### src/hdl/wrsi_pkg.sv
`timescale 1ns / 1ps
`default_nettype none
// ----------------------------------------------------------------------------
// wrsi_pkg: shared types and constants for the Wilder RSI stream block
// Field widths, fixed RSI scale, controller commands and datapath status.
// ----------------------------------------------------------------------------
package wrsi_pkg;

    localparam int PRICE_IN_W = 32;   // close_price field width
    localparam int PERIOD_W   = 8;    // period register width
    localparam int RSI_W      = 15;   // rsi_scaled field width

    localparam logic [PERIOD_W-1:0] PERIOD_RESET = 8'd10;
    localparam logic [RSI_W-1:0]    RSI_FULL     = 15'd25600;  // 100 * 256

    // Where the stream stands after the current item was taken in
    typedef enum logic [1:0] {
        PH_WARM,   // still summing the initial window
        PH_SEED,   // this item completes the window: seed averages
        PH_UPD     // averages already seeded: smoothing update
    } phase_t;

    // Controller to datapath
    typedef struct packed {
        logic load;       // take in a price beat
        logic mul_avg;    // product <= average * (period - 1)
        logic mul_rsi;    // product <= gain average * RSI_FULL
        logic div_start;  // start the shared divider
        logic div_rsi;    // divider job is the RSI ratio, else an average
        logic lane;       // 0: gain, 1: loss
        logic avg_wr;     // average of lane <= quotient
        logic rsi_fix;    // RSI <= fixed value (100 or 0)
        logic rsi_wr;     // RSI <= quotient
        logic out_load;   // output register <= result
    } wrsi_cmd_t;

    // Datapath to controller
    typedef struct packed {
        phase_t phase;
        logic   rsi_trivial;  // RSI needs no division
        logic   div_busy;
        logic   div_done;
    } wrsi_stat_t;

endpackage
`default_nettype wire

### src/hdl/wrsi_div.sv
`timescale 1ns / 1ps
`default_nettype none
// ----------------------------------------------------------------------------
// wrsi_div: shared restoring divider, one quotient bit per cycle
// Runs AVG_W steps for an average job, RSI_W steps for the RSI ratio. The
// quotient is known to fit that many bits, so the upper dividend bits seed
// the partial remainder directly.
// ----------------------------------------------------------------------------
module wrsi_div #(
    parameter int AVG_W = 48
) (
    input  wire logic                             clk,
    input  wire logic                             rst_n,
    input  wire logic                             start,
    input  wire logic                             rsi_mode,
    input  wire logic [AVG_W+wrsi_pkg::RSI_W-1:0] dividend,
    input  wire logic [AVG_W:0]                   divisor,
    output logic                                  busy,
    output logic                                  done,
    output logic [AVG_W-1:0]                      quotient
);
    import wrsi_pkg::*;

    localparam int NUM_W = AVG_W + RSI_W;
    localparam int DEN_W = AVG_W + 1;
    localparam int CNT_W = $clog2(AVG_W + 1);

    logic [CNT_W-1:0] cnt_reg,  cnt_next;
    logic             done_reg, done_next;
    logic [DEN_W-1:0] rem_reg,  rem_next;
    logic [AVG_W-1:0] dvd_reg,  dvd_next;
    logic [DEN_W-1:0] den_reg,  den_next;

    logic [DEN_W:0]   trial;
    logic [DEN_W:0]   diff;
    logic             fits;

    // one compare/subtract step
    assign trial = {rem_reg, dvd_reg[AVG_W-1]};
    assign diff  = trial - {1'b0, den_reg};
    assign fits  = (trial >= {1'b0, den_reg});

    always_comb
    begin
        cnt_next  = cnt_reg;
        done_next = 1'b0;
        rem_next  = rem_reg;
        dvd_next  = dvd_reg;
        den_next  = den_reg;
        if (start)
        begin
            den_next = divisor;
            if (rsi_mode)
            begin
                rem_next = DEN_W'(dividend[NUM_W-1:RSI_W]);
                dvd_next = AVG_W'(dividend[RSI_W-1:0]) << (AVG_W - RSI_W);
                cnt_next = CNT_W'(RSI_W);
            end
            else
            begin
                rem_next = DEN_W'(dividend[NUM_W-1:AVG_W]);
                dvd_next = dividend[AVG_W-1:0];
                cnt_next = CNT_W'(AVG_W);
            end
        end
        else if (cnt_reg != '0)
        begin
            rem_next  = fits ? diff[DEN_W-1:0] : trial[DEN_W-1:0];
            dvd_next  = {dvd_reg[AVG_W-2:0], fits};
            cnt_next  = cnt_reg - 1'b1;
            done_next = (cnt_reg == CNT_W'(1));
        end
    end

    // control
    always_ff @(posedge clk or negedge rst_n)
    begin
        if (!rst_n)
        begin
            cnt_reg  <= '0;
            done_reg <= 1'b0;
        end
        else
        begin
            cnt_reg  <= cnt_next;
            done_reg <= done_next;
        end
    end

    // working registers
    always_ff @(posedge clk)
    begin
        rem_reg <= rem_next;
        dvd_reg <= dvd_next;
        den_reg <= den_next;
    end

    assign busy     = (cnt_reg != '0);
    assign done     = done_reg;
    assign quotient = dvd_reg;

endmodule
`default_nettype wire

### src/hdl/wrsi_dp.sv
`timescale 1ns / 1ps
`default_nettype none
// ----------------------------------------------------------------------------
// wrsi_dp: RSI datapath
// Period register, previous price, window counter, gain/loss averages, one
// shared multiplier, the shared divider and the output payload register.
// ----------------------------------------------------------------------------
module wrsi_dp #(
    parameter int PRICE_BITS = 32,
    parameter int FRAC_BITS  = 16
) (
    input  wire logic                              clk,
    input  wire logic                              rst_n,
    input  wire logic                              cfg_we,
    input  wire logic [wrsi_pkg::PERIOD_W-1:0]     cfg_wdata,
    input  wire logic [wrsi_pkg::PRICE_IN_W-1:0]   price_in,
    input  wire wrsi_pkg::wrsi_cmd_t               cmd,
    output wrsi_pkg::wrsi_stat_t                   stat,
    output logic [wrsi_pkg::RSI_W-1:0]             rsi_scaled,
    output logic                                   seeded
);
    import wrsi_pkg::*;

    localparam int AVG_W = PRICE_BITS + FRAC_BITS;
    localparam int NUM_W = AVG_W + RSI_W;
    localparam int DEN_W = AVG_W + 1;

    // stream state
    logic [PERIOD_W-1:0]   period_reg;
    logic [PRICE_BITS-1:0] prev_reg;
    logic [PERIOD_W-1:0]   seen_reg;
    logic [AVG_W-1:0]      gain_reg;
    logic [AVG_W-1:0]      loss_reg;
    phase_t                phase_reg;

    // per-item payload
    logic [PRICE_BITS-1:0] xg_reg;
    logic [PRICE_BITS-1:0] xl_reg;
    logic [NUM_W-1:0]      prod_reg;
    logic [RSI_W-1:0]      rsi_reg;
    logic [RSI_W-1:0]      out_rsi_reg;
    logic                  out_seeded_reg;

    logic [PRICE_BITS-1:0] price;
    logic                  first_item;
    logic [PRICE_BITS-1:0] x_gain;
    logic [PRICE_BITS-1:0] x_loss;
    logic                  warm;
    logic [PERIOD_W-1:0]   seen_inc;
    logic [PERIOD_W-1:0]   pm1;

    logic [AVG_W-1:0]      mul_a;
    logic [RSI_W-1:0]      mul_b;
    logic [NUM_W-1:0]      mul_res;

    logic [AVG_W-1:0]      avg_sel;
    logic [PRICE_BITS-1:0] x_sel;
    logic [NUM_W-1:0]      seed_num;
    logic [NUM_W-1:0]      upd_num;
    logic [NUM_W-1:0]      div_num;
    logic [DEN_W-1:0]      div_den;
    logic [AVG_W-1:0]      div_q;
    logic                  div_busy;
    logic                  div_done;

    // gain and loss against the previous price
    assign price      = PRICE_BITS'(price_in);
    assign first_item = (seen_reg == '0);
    assign x_gain     = (!first_item && price >= prev_reg) ? price - prev_reg : '0;
    assign x_loss     = (!first_item && price <  prev_reg) ? prev_reg - price : '0;
    assign warm       = (seen_reg < period_reg);
    assign seen_inc   = seen_reg + 1'b1;
    assign pm1        = period_reg - 1'b1;

    // shared multiplier
    assign mul_a   = (cmd.mul_rsi || !cmd.lane) ? gain_reg : loss_reg;
    assign mul_b   = cmd.mul_rsi ? RSI_FULL : RSI_W'(pm1);
    assign mul_res = NUM_W'(mul_a) * NUM_W'(mul_b);

    // divider operands
    assign avg_sel  = cmd.lane ? loss_reg : gain_reg;
    assign x_sel    = cmd.lane ? xl_reg : xg_reg;
    assign seed_num = NUM_W'(avg_sel) << FRAC_BITS;
    assign upd_num  = prod_reg + (NUM_W'(x_sel) << FRAC_BITS);
    assign div_num  = cmd.div_rsi ? prod_reg
                    : ((phase_reg == PH_SEED) ? seed_num : upd_num);
    assign div_den  = cmd.div_rsi ? (DEN_W'(gain_reg) + DEN_W'(loss_reg))
                    : DEN_W'(period_reg);

    wrsi_div #(
        .AVG_W (AVG_W)
    ) u_div (
        .clk      (clk),
        .rst_n    (rst_n),
        .start    (cmd.div_start),
        .rsi_mode (cmd.div_rsi),
        .dividend (div_num),
        .divisor  (div_den),
        .busy     (div_busy),
        .done     (div_done),
        .quotient (div_q)
    );

    // stream state: period write restarts the stream
    always_ff @(posedge clk or negedge rst_n)
    begin
        if (!rst_n)
        begin
            period_reg <= PERIOD_RESET;
            prev_reg   <= '0;
            seen_reg   <= '0;
            gain_reg   <= '0;
            loss_reg   <= '0;
            phase_reg  <= PH_WARM;
        end
        else if (cfg_we)
        begin
            period_reg <= (cfg_wdata == '0) ? PERIOD_W'(1) : cfg_wdata;
            prev_reg   <= '0;
            seen_reg   <= '0;
            gain_reg   <= '0;
            loss_reg   <= '0;
            phase_reg  <= PH_WARM;
        end
        else if (cmd.load)
        begin
            prev_reg <= price;
            if (warm)
            begin
                gain_reg  <= gain_reg + AVG_W'(x_gain);
                loss_reg  <= loss_reg + AVG_W'(x_loss);
                seen_reg  <= seen_inc;
                phase_reg <= (seen_inc == period_reg) ? PH_SEED : PH_WARM;
            end
            else
            begin
                phase_reg <= PH_UPD;
            end
        end
        else if (cmd.avg_wr)
        begin
            if (cmd.lane)
            begin
                loss_reg <= div_q;
            end
            else
            begin
                gain_reg <= div_q;
            end
        end
    end

    // item payload
    always_ff @(posedge clk)
    begin
        if (cmd.load)
        begin
            xg_reg <= x_gain;
            xl_reg <= x_loss;
        end
        if (cmd.mul_avg || cmd.mul_rsi)
        begin
            prod_reg <= mul_res;
        end
        if (cmd.rsi_fix)
        begin
            rsi_reg <= (phase_reg == PH_WARM || loss_reg == '0) ? RSI_FULL : '0;
        end
        else if (cmd.rsi_wr)
        begin
            rsi_reg <= div_q[RSI_W-1:0];
        end
        if (cmd.out_load)
        begin
            out_rsi_reg    <= rsi_reg;
            out_seeded_reg <= (phase_reg != PH_WARM);
        end
    end

    // status
    always_comb
    begin
        stat.phase       = phase_reg;
        stat.rsi_trivial = (phase_reg == PH_WARM) || (loss_reg == '0) || (gain_reg == '0);
        stat.div_busy    = div_busy;
        stat.div_done    = div_done;
    end

    assign rsi_scaled = out_rsi_reg;
    assign seeded     = out_seeded_reg;

endmodule
`default_nettype wire

### src/hdl/wrsi_ctrl.sv
`timescale 1ns / 1ps
`default_nettype none
// ----------------------------------------------------------------------------
// wrsi_ctrl: RSI sequencer
// Walks one item through the average updates and the RSI ratio, and owns
// the input ready and the output valid flag.
// ----------------------------------------------------------------------------
module wrsi_ctrl (
    input  wire logic                 clk,
    input  wire logic                 rst_n,
    input  wire logic                 s_tvalid,
    output logic                      s_tready,
    output logic                      m_tvalid,
    input  wire logic                 m_tready,
    input  wire wrsi_pkg::wrsi_stat_t stat,
    output wrsi_pkg::wrsi_cmd_t       cmd
);
    import wrsi_pkg::*;

    typedef enum logic [3:0] {
        S_IDLE,
        S_DISPATCH,
        S_MUL,
        S_DIV,
        S_WAIT,
        S_RSI_CHK,
        S_RSI_MUL,
        S_RSI_DIV,
        S_RSI_WAIT,
        S_RESULT
    } state_t;

    state_t state_reg, state_next;
    logic   lane_reg,  lane_next;
    logic   out_full_reg, out_full_next;

    assign s_tready = (state_reg == S_IDLE);
    assign m_tvalid = out_full_reg;

    // next state and commands
    always_comb
    begin
        state_next = state_reg;
        lane_next  = lane_reg;
        cmd        = '0;
        cmd.lane   = lane_reg;
        case (state_reg)
            S_IDLE:
            begin
                if (s_tvalid)
                begin
                    cmd.load   = 1'b1;
                    state_next = S_DISPATCH;
                end
            end
            S_DISPATCH:
            begin
                lane_next = 1'b0;
                case (stat.phase)
                    PH_SEED: state_next = S_DIV;
                    PH_UPD:  state_next = S_MUL;
                    default: state_next = S_RSI_CHK;
                endcase
            end
            S_MUL:
            begin
                cmd.mul_avg = 1'b1;
                state_next  = S_DIV;
            end
            S_DIV:
            begin
                cmd.div_start = 1'b1;
                state_next    = S_WAIT;
            end
            S_WAIT:
            begin
                if (stat.div_done)
                begin
                    cmd.avg_wr = 1'b1;
                    if (!lane_reg)
                    begin
                        lane_next  = 1'b1;
                        state_next = (stat.phase == PH_UPD) ? S_MUL : S_DIV;
                    end
                    else
                    begin
                        state_next = S_RSI_CHK;
                    end
                end
            end
            S_RSI_CHK:
            begin
                if (stat.rsi_trivial)
                begin
                    cmd.rsi_fix = 1'b1;
                    state_next  = S_RESULT;
                end
                else
                begin
                    state_next = S_RSI_MUL;
                end
            end
            S_RSI_MUL:
            begin
                cmd.mul_rsi = 1'b1;
                state_next  = S_RSI_DIV;
            end
            S_RSI_DIV:
            begin
                cmd.div_start = 1'b1;
                cmd.div_rsi   = 1'b1;
                state_next    = S_RSI_WAIT;
            end
            S_RSI_WAIT:
            begin
                cmd.div_rsi = 1'b1;
                if (stat.div_done)
                begin
                    cmd.rsi_wr = 1'b1;
                    state_next = S_RESULT;
                end
            end
            S_RESULT:
            begin
                // wait for the output register to free up
                if (!out_full_reg || m_tready)
                begin
                    cmd.out_load = 1'b1;
                    state_next   = S_IDLE;
                end
            end
            default:
            begin
                state_next = S_IDLE;
            end
        endcase
    end

    // output beat holding flag
    always_comb
    begin
        if (cmd.out_load)
        begin
            out_full_next = 1'b1;
        end
        else if (m_tready)
        begin
            out_full_next = 1'b0;
        end
        else
        begin
            out_full_next = out_full_reg;
        end
    end

    always_ff @(posedge clk or negedge rst_n)
    begin
        if (!rst_n)
        begin
            state_reg    <= S_IDLE;
            lane_reg     <= 1'b0;
            out_full_reg <= 1'b0;
        end
        else
        begin
            state_reg    <= state_next;
            lane_reg     <= lane_next;
            out_full_reg <= out_full_next;
        end
    end

    // one item in flight at a time
    a_single_item: assert property (@(posedge clk) disable iff (!rst_n)
        cmd.load |=> !s_tready)
        else $error("input accepted while an item is in flight");

    // divider never restarted while running
    a_div_free: assert property (@(posedge clk) disable iff (!rst_n)
        cmd.div_start |-> !stat.div_busy)
        else $error("divider started while busy");

    // divider only finishes while the sequencer waits for it
    a_div_wait: assert property (@(posedge clk) disable iff (!rst_n)
        stat.div_done |-> (state_reg == S_WAIT || state_reg == S_RSI_WAIT))
        else $error("divider finished outside a wait state");

    // a loaded result is presented next cycle
    a_out_show: assert property (@(posedge clk) disable iff (!rst_n)
        cmd.out_load |=> m_tvalid)
        else $error("result loaded but not presented");

endmodule
`default_nettype wire

### src/hdl/wilder_rsi_stream_top.sv
`timescale 1ns / 1ps
`default_nettype none
// ----------------------------------------------------------------------------
// wilder_rsi_stream_top: streaming Wilder relative strength index
// Usage:
//   Slave channel s_* takes one closing price per beat (s_tdata). Master
//   channel m_* gives one result beat per price: RSI * 256 in m_tdata and
//   the seeded flag in m_tuser. The period register is written through
//   cfg_we/cfg_wdata while the block is idle; a write of 0 means 1, and any
//   write restarts the stream (the next price counts as a first price).
//   Sequencing: one item is processed at a time, paced by the shared one-bit-
//   per-cycle divider. A smoothing item runs a multiply and a division for
//   each average, then the ratio multiply and division unless the RSI is
//   fixed at 100 or 0; the seeding item skips the average multiplies, and a
//   warmup item runs no division. The divider runs PRICE_BITS+FRAC_BITS
//   steps per average and 15 steps for the ratio.
//   The result register is separate from the sequencer: a stalled m_tready
//   does not block accepting and processing the next price; only the
//   following result waits until the held beat is taken.
//   Reset: period returns to 10, the stream state clears, no beat is
//   pending and s_tready is high.
// ----------------------------------------------------------------------------
module wilder_rsi_stream_top #(
    parameter int PRICE_BITS = 32,
    parameter int FRAC_BITS  = 16
) (
    input  wire logic        clk,
    input  wire logic        rst_n,
    // period register
    input  wire logic        cfg_we,
    input  wire logic [7:0]  cfg_wdata,
    // price stream
    input  wire logic        s_tvalid,
    output logic             s_tready,
    input  wire logic [31:0] s_tdata,   // [31:0] close_price
    // result stream
    output logic             m_tvalid,
    input  wire logic        m_tready,
    output logic [15:0]      m_tdata,   // [14:0] rsi_scaled, [15] zero
    output logic             m_tuser    // [0] seeded
);
    import wrsi_pkg::*;

    wrsi_cmd_t        cmd;
    wrsi_stat_t       stat;
    logic [RSI_W-1:0] rsi_scaled;
    logic             seeded;

    wrsi_ctrl u_ctrl (
        .clk      (clk),
        .rst_n    (rst_n),
        .s_tvalid (s_tvalid),
        .s_tready (s_tready),
        .m_tvalid (m_tvalid),
        .m_tready (m_tready),
        .stat     (stat),
        .cmd      (cmd)
    );

    wrsi_dp #(
        .PRICE_BITS (PRICE_BITS),
        .FRAC_BITS  (FRAC_BITS)
    ) u_dp (
        .clk        (clk),
        .rst_n      (rst_n),
        .cfg_we     (cfg_we),
        .cfg_wdata  (cfg_wdata),
        .price_in   (s_tdata),
        .cmd        (cmd),
        .stat       (stat),
        .rsi_scaled (rsi_scaled),
        .seeded     (seeded)
    );

    assign m_tdata = {1'b0, rsi_scaled};
    assign m_tuser = seeded;

endmodule
`default_nettype wire
### config.mk
export PLATFORM = sky130hd
export DESIGN_NAME = wilder_rsi_stream_top
export DESIGN_NICKNAME = d
export VERILOG_FILES = /design/src/hdl/wrsi_pkg.sv /design/src/hdl/wrsi_div.sv /design/src/hdl/wrsi_dp.sv /design/src/hdl/wrsi_ctrl.sv /design/src/hdl/wilder_rsi_stream_top.sv
export SDC_FILE = /design/constraint.sdc
export NUM_CORES = 2
export LEC_CHECK = 0
export BUFFER_PORTS_ARGS = -buffer_cell sky130_fd_sc_hd__buf_4
export CORE_ASPECT_RATIO = 0.6
export CORE_MARGIN = 1
export CORE_UTILIZATION = 33
export CTS_CLUSTER_SIZE = 40
export DETAILED_ROUTE_END_ITERATION = 7
export PLACE_DENSITY_LB_ADDON = 0.15
export REMOVE_ABC_BUFFERS = 1
export SKIP_LAST_GASP = 1
export SLEW_MARGIN = 20
export SYNTH_ARGS = -nofsm -noshare
export SYNTH_HDL_FRONTEND = slang
export SYNTH_SLANG_ARGS = --single-unit
### constraint.sdc
create_clock -name clk -period 8.1 [get_ports clk]
set_clock_uncertainty 0.15 [all_clocks]
set_input_delay 1.62 -clock clk [delete_from_list [all_inputs] [get_ports clk]]
set_output_delay 1.62 -clock clk [all_outputs]
set_load 0.02 [all_outputs]
==> results.md <==
Setup path:
- The nature of the critical path endpoint is a flip-flop.
- The worst setup path is launched from a flip-flop.
- For this run, the slowest stage of the critical path takes between 0.5 and 0.6 ns.
- The cell with the most instances on the worst path is sky130_fd_sc_hd__fa_1.
- The critical register-to-register path endpoint is u_dp.prod_reg[57].
- The number of cells on the worst reg-to-reg path is 28.
- The slowest cell on the critical path is sky130_fd_sc_hd__fa_1.
- The buffers plus inverters on the worst setup path is 7.
- For flop-to-flop paths, the worst setup slack is 0.06 ns.
- The worst register-to-register path begins at u_ctrl.state_reg[0].
- The setup path with the least slack is of type reg -> reg.
- The maximum net fanout on the critical path is 8.
- On the critical path the largest part of the delay comes from adder cells.
- Data on the critical path is required at its endpoint by approximately 8.4 ns.
- Data arrives at the worst endpoint at between 8 and 9 ns.

Floorplan:
- The width of the chip is 527 um.
- The die covers approximately 170000 um2.
- The vertical die dimension is between 300 and 400 um.
- The initial core utilization is 33.3%.
- The placeable core area is 164000 um2.
- During I/O placement, the number of pins put on the boundary was 64.
- The total number of placement rows is 115.

Timing:
- The final max-slew violation count came to 0.
- Setup repair after global routing could not meet its margin everywhere.
- Headroom to the max-slew limit came out at around 18%.
- The final setup TNS is 0 ns.
- The final critical path time including I/O delays and setup is slightly above 8 ns.
- The timing-limited maximum frequency is roughly 0.12 GHz.
- The worst path uses ~99% of the clock period.
- After layout, the worst setup slack is between 0.05 and 0.06 ns.
- The number of hold violations in the final report is 0.
- The number of setup violations in the final report is 0.
- The tightest hold margin is around 0.27 ns.
- At the pin with the least slew margin, the transition time is 1.22 ns.

Placed design:
- The instance count after placement with tap cells included is around 8900.
- OpenSTA, run right after detailed placement, puts the worst setup slack at -0.739 ns.
- The HPWL after detailed placement is 201 mm.
- The instance area after placement is about 62000 um2.
- The number of I/O port buffers is 62.
- The routability-driven placement congestion ratio is 0.999.

Logic synthesis:
- The cell type with the largest total area after synthesis is sky130_fd_sc_hd__edfxtp_1.
- The synthesized design contains about 300 enable-type register cells.
- Counting flops and latches in the post-synthesis netlist gives around 460.
- The mean post-synth cell area is approximately 8.7 um2.
- By area the synthesized netlist is led by sky130_fd_sc_hd__edfxtp_1 (17%), sky130_fd_sc_hd__fa_1 (15%), sky130_fd_sc_hd__ha_1 (12%), sky130_fd_sc_hd__dfrtp_1 (7.2%), sky130_fd_sc_hd__nor2_1 (5.0%).
- The count of mapped cells out of synthesis is 6253.
- The Yosys warning count is 0.
- Of the synthesized area, sequential elements account for about a quarter.
- The most used flip-flop cell after synthesis is sky130_fd_sc_hd__edfxtp_1.
- The proportion of netlist area held by the largest area contributor is roughly 17%.
- The post-synthesis async set-or-reset flop share is 34.3%.
- The number of distinct library cells after synthesis is 99.
- The cell area after technology mapping is ~55000 um2.

Pwr:
- For this design the total switching power over the nets is about 11 mW.
- VDD sags by at most between 0.15 and 0.2 mV.
- Internal power comes to around 11 mW.
- In this run switching power makes up just over 50% of total power.
- For this design the static power due to leakage is between 30 and 40 nW.
- The combinational share of power is approximately two thirds.
- The register share of total power is 19.7%.
- The share of total power dissipated in the clock network is about an eighth.
- Dividing total power by cell area gives a power density of 335 nW/um2.
- The power consumption is approximately 22 mW.

Final layout:
- Leaving out fill and tap cells, the most frequent cells in the layout are sky130_fd_sc_hd__buf_4 (757), sky130_fd_sc_hd__nor2_1 (713), sky130_fd_sc_hd__inv_1 (670).
- Leaving out filler cells and counting taps, the final layout contains ~9000.
- The area growth from synthesis to layout is 19.9%.
- Across the whole layout, storage elements account for 13100 um2.
- The final net count is between 7000 and 8000.
- The final-layout fill cell count is between 15000 and 20000.
- The share of the core filled with cells is roughly 40%.
- The ratio of cells with drive above 1 in the final layout is 17.2%.
- The number of flip-flops in the largest register is 63.
- The library cell used most frequently in the layout, excluding fill and tap cells, is sky130_fd_sc_hd__buf_4.
- The multi-input combinational cells in the finished layout cover a total of between 30000 and 40000 um2.
- Summing all non-filler instances in the final layout gives an area of between 60000 and 70000 um2.

Clocking:
- The tree built by TritonCTS fans out to 463 sinks.
- After clock tree synthesis, the clock-pin slew on the worst setup and hold paths is around 0.060 ns.
- The total clock buffers created by CTS is 54.
- In this run the deepest clock path goes through 3 buffers.
- The H-tree depth is 2.
- TritonCTS built the clock tree.
- The clock root buffer is sky130_fd_sc_hd__clkbuf_16.
- The clock reaches the later pin of the worst-skew pair after 0.71 ns.

Worst hold path:
- Along the worst hold path, the cell count comes to 0.
- The terminating pin of the worst hold path is u_dp.rsi_scaled[7].
- The worst hold path begins at u_dp.rsi_reg[7].
- The worst hold path class is reg -> reg.

GRT:
- For this run the aggregate overflow at the end of global routing stands at 0.
- The via count of the first global-routing pass is approximately 48000.
- The wire length of the first global-routing pass is 356 mm.
- The initial antenna violation count is 31.
- The largest net degree at the start of global routing is between 100 and 150.
- The overall track demand over capacity in global routing is approximately 30%.

Drt:
- For this block, the initial DRC count from the detailed router was between 6000 and 7000.
- After detailed routing, the average wire length per cell comes to roughly 28 um.
- The vias after detailed routing is 50762.
- The first TritonRoute pass finished after 8 iterations.
- In the routed layout, each cell is associated on average with a via count of between 5 and 6.
- The post-route antenna net violation count is 0.
- The total wirelength of the detailed-routed design is 250 mm.
- For this run, design rule violations remaining after detail routing come to 4.

Status:
- The final reports fail on DRC.
- The flow ran to the end, but the final reports show violations.

Flow run:
- The max-capacitance violation count is 0.
power by group through the flow:
stage / registers (mW) / logic, mW / clock network (mW)
after global routing: 4.33 / 15.9 / 3.01
after global placement: 4.28 / 13.8 / 0
after CTS: 4.25 / 14.0 / 2.92
after detailed placement: 4.27 / 13.8 / 0
after floorplan: 4.03 / 8.12 / 0
final: 4.31 / 14.7 / 2.89
metal layers:
metal	vias up	share of wire (%)	global-route usage (%)
met2	2480	33	34.5
met1	25219	52	49.1
met5	-	0.053	0
met4	20	2.1	5.50
met3	294	13	9.88
li1	22749	-	-
how the worst max path moves through the flow:
stage                        startpoint                 to  slack (ns)  depth (start not counted)
floorplan               u_ctrl.lane_reg  u_dp.prod_reg[58]       -3.29                         24
global placement    u_ctrl.state_reg[3]  u_dp.prod_reg[61]       -0.72                         31
detailed placement  u_ctrl.state_reg[3]  u_dp.prod_reg[57]       -0.74                         28
CTS                 u_ctrl.state_reg[3]  u_dp.prod_reg[57]       -0.03                         29
global route         u_dp.period_reg[1]  u_dp.prod_reg[57]       -0.12                         29
finish              u_ctrl.state_reg[0]  u_dp.prod_reg[57]        0.06                         28
synth_stat cells, types with 29 or more instances:
cell and count:
sky130_fd_sc_hd__a21o_1 204, sky130_fd_sc_hd__nor4_1 40, sky130_fd_sc_hd__and2_1 78, sky130_fd_sc_hd__xnor2_1 203, sky130_fd_sc_hd__mux2i_1 127, sky130_fd_sc_hd__nand4_1 72
sky130_fd_sc_hd__and3_1 66, sky130_fd_sc_hd__a211oi_1 65, sky130_fd_sc_hd__clkbuf_1 278, sky130_fd_sc_hd__xor2_1 110, sky130_fd_sc_hd__o21a_1 50, sky130_fd_sc_hd__mux2_2 60
sky130_fd_sc_hd__nand3_1 113, sky130_fd_sc_hd__o211ai_1 35, sky130_fd_sc_hd__fa_1 403, sky130_fd_sc_hd__nand2b_1 41, sky130_fd_sc_hd__nor3_1 73, sky130_fd_sc_hd__nor2b_1 37
sky130_fd_sc_hd__dfrtp_1 157, sky130_fd_sc_hd__a31oi_1 72, sky130_fd_sc_hd__o31ai_1 29, sky130_fd_sc_hd__a21oi_1 407, sky130_fd_sc_hd__edfxtp_1 304, sky130_fd_sc_hd__or2_2 54
sky130_fd_sc_hd__o21bai_1 59, sky130_fd_sc_hd__nor2_1 720, sky130_fd_sc_hd__ha_1 537, sky130_fd_sc_hd__nand2_1 486, sky130_fd_sc_hd__inv_1 676, sky130_fd_sc_hd__o21ai_0 316
cell type report:
cell class | count | area share [%]
Timing Repair Buffer | 815 | 10.1
Sequential cell | 463 | 20.1
Tap cell | 2164 | 4.14
Clock buffer | 67 | 2.19
Antenna cell | 1 | 0.00383
Inverter | 678 | 3.91
Multi-Input combinational cell | 4793 | 58.8
Clock inverter | 35 | 0.802
repair_timing:
item / in CTS / in global routing
gates cloned: 0 / 3
setup endpoints to repair: 27 / 28
hold endpoints to repair: 0 / 0
hold buffers: 0 / 0
pin swaps: 3 / 52
buffers inserted: 3 / 21
resized for setup: 60 / 144
worst reg2reg max path: cells and delay by family (launching register included):
family | cells | cell delay, ns
AND/OR/NAND/NOR | 7 | 1.63
adder cells (fa/ha/maj) | 7 | 3.30
buffers and inverters | 7 | 0.80
flip-flops | 1 | 0.38
multiplexers | 1 | 0.40
AO/OA/AOI/OAI | 6 | 1.13
kinds of logic (layout without fill, tap and decap cells):
logic type / after synthesis / in the layout / synth area share, %
other: 1 / 2 / 0.00688
multiplexers: 187 / 187 / 3.57
buffers and inverters: 997 / 1595 / 6.98
AO/OA/AOI/OAI: 1487 / 1487 / 17.5
XOR/XNOR: 313 / 313 / 5.03
adder cells (fa/ha/maj): 940 / 940 / 27.1
AND/OR/NAND/NOR: 1865 / 1865 / 15.7
flip-flops: 463 / 463 / 24.1
Note: power is estimated with default switching activity, not from simulation.
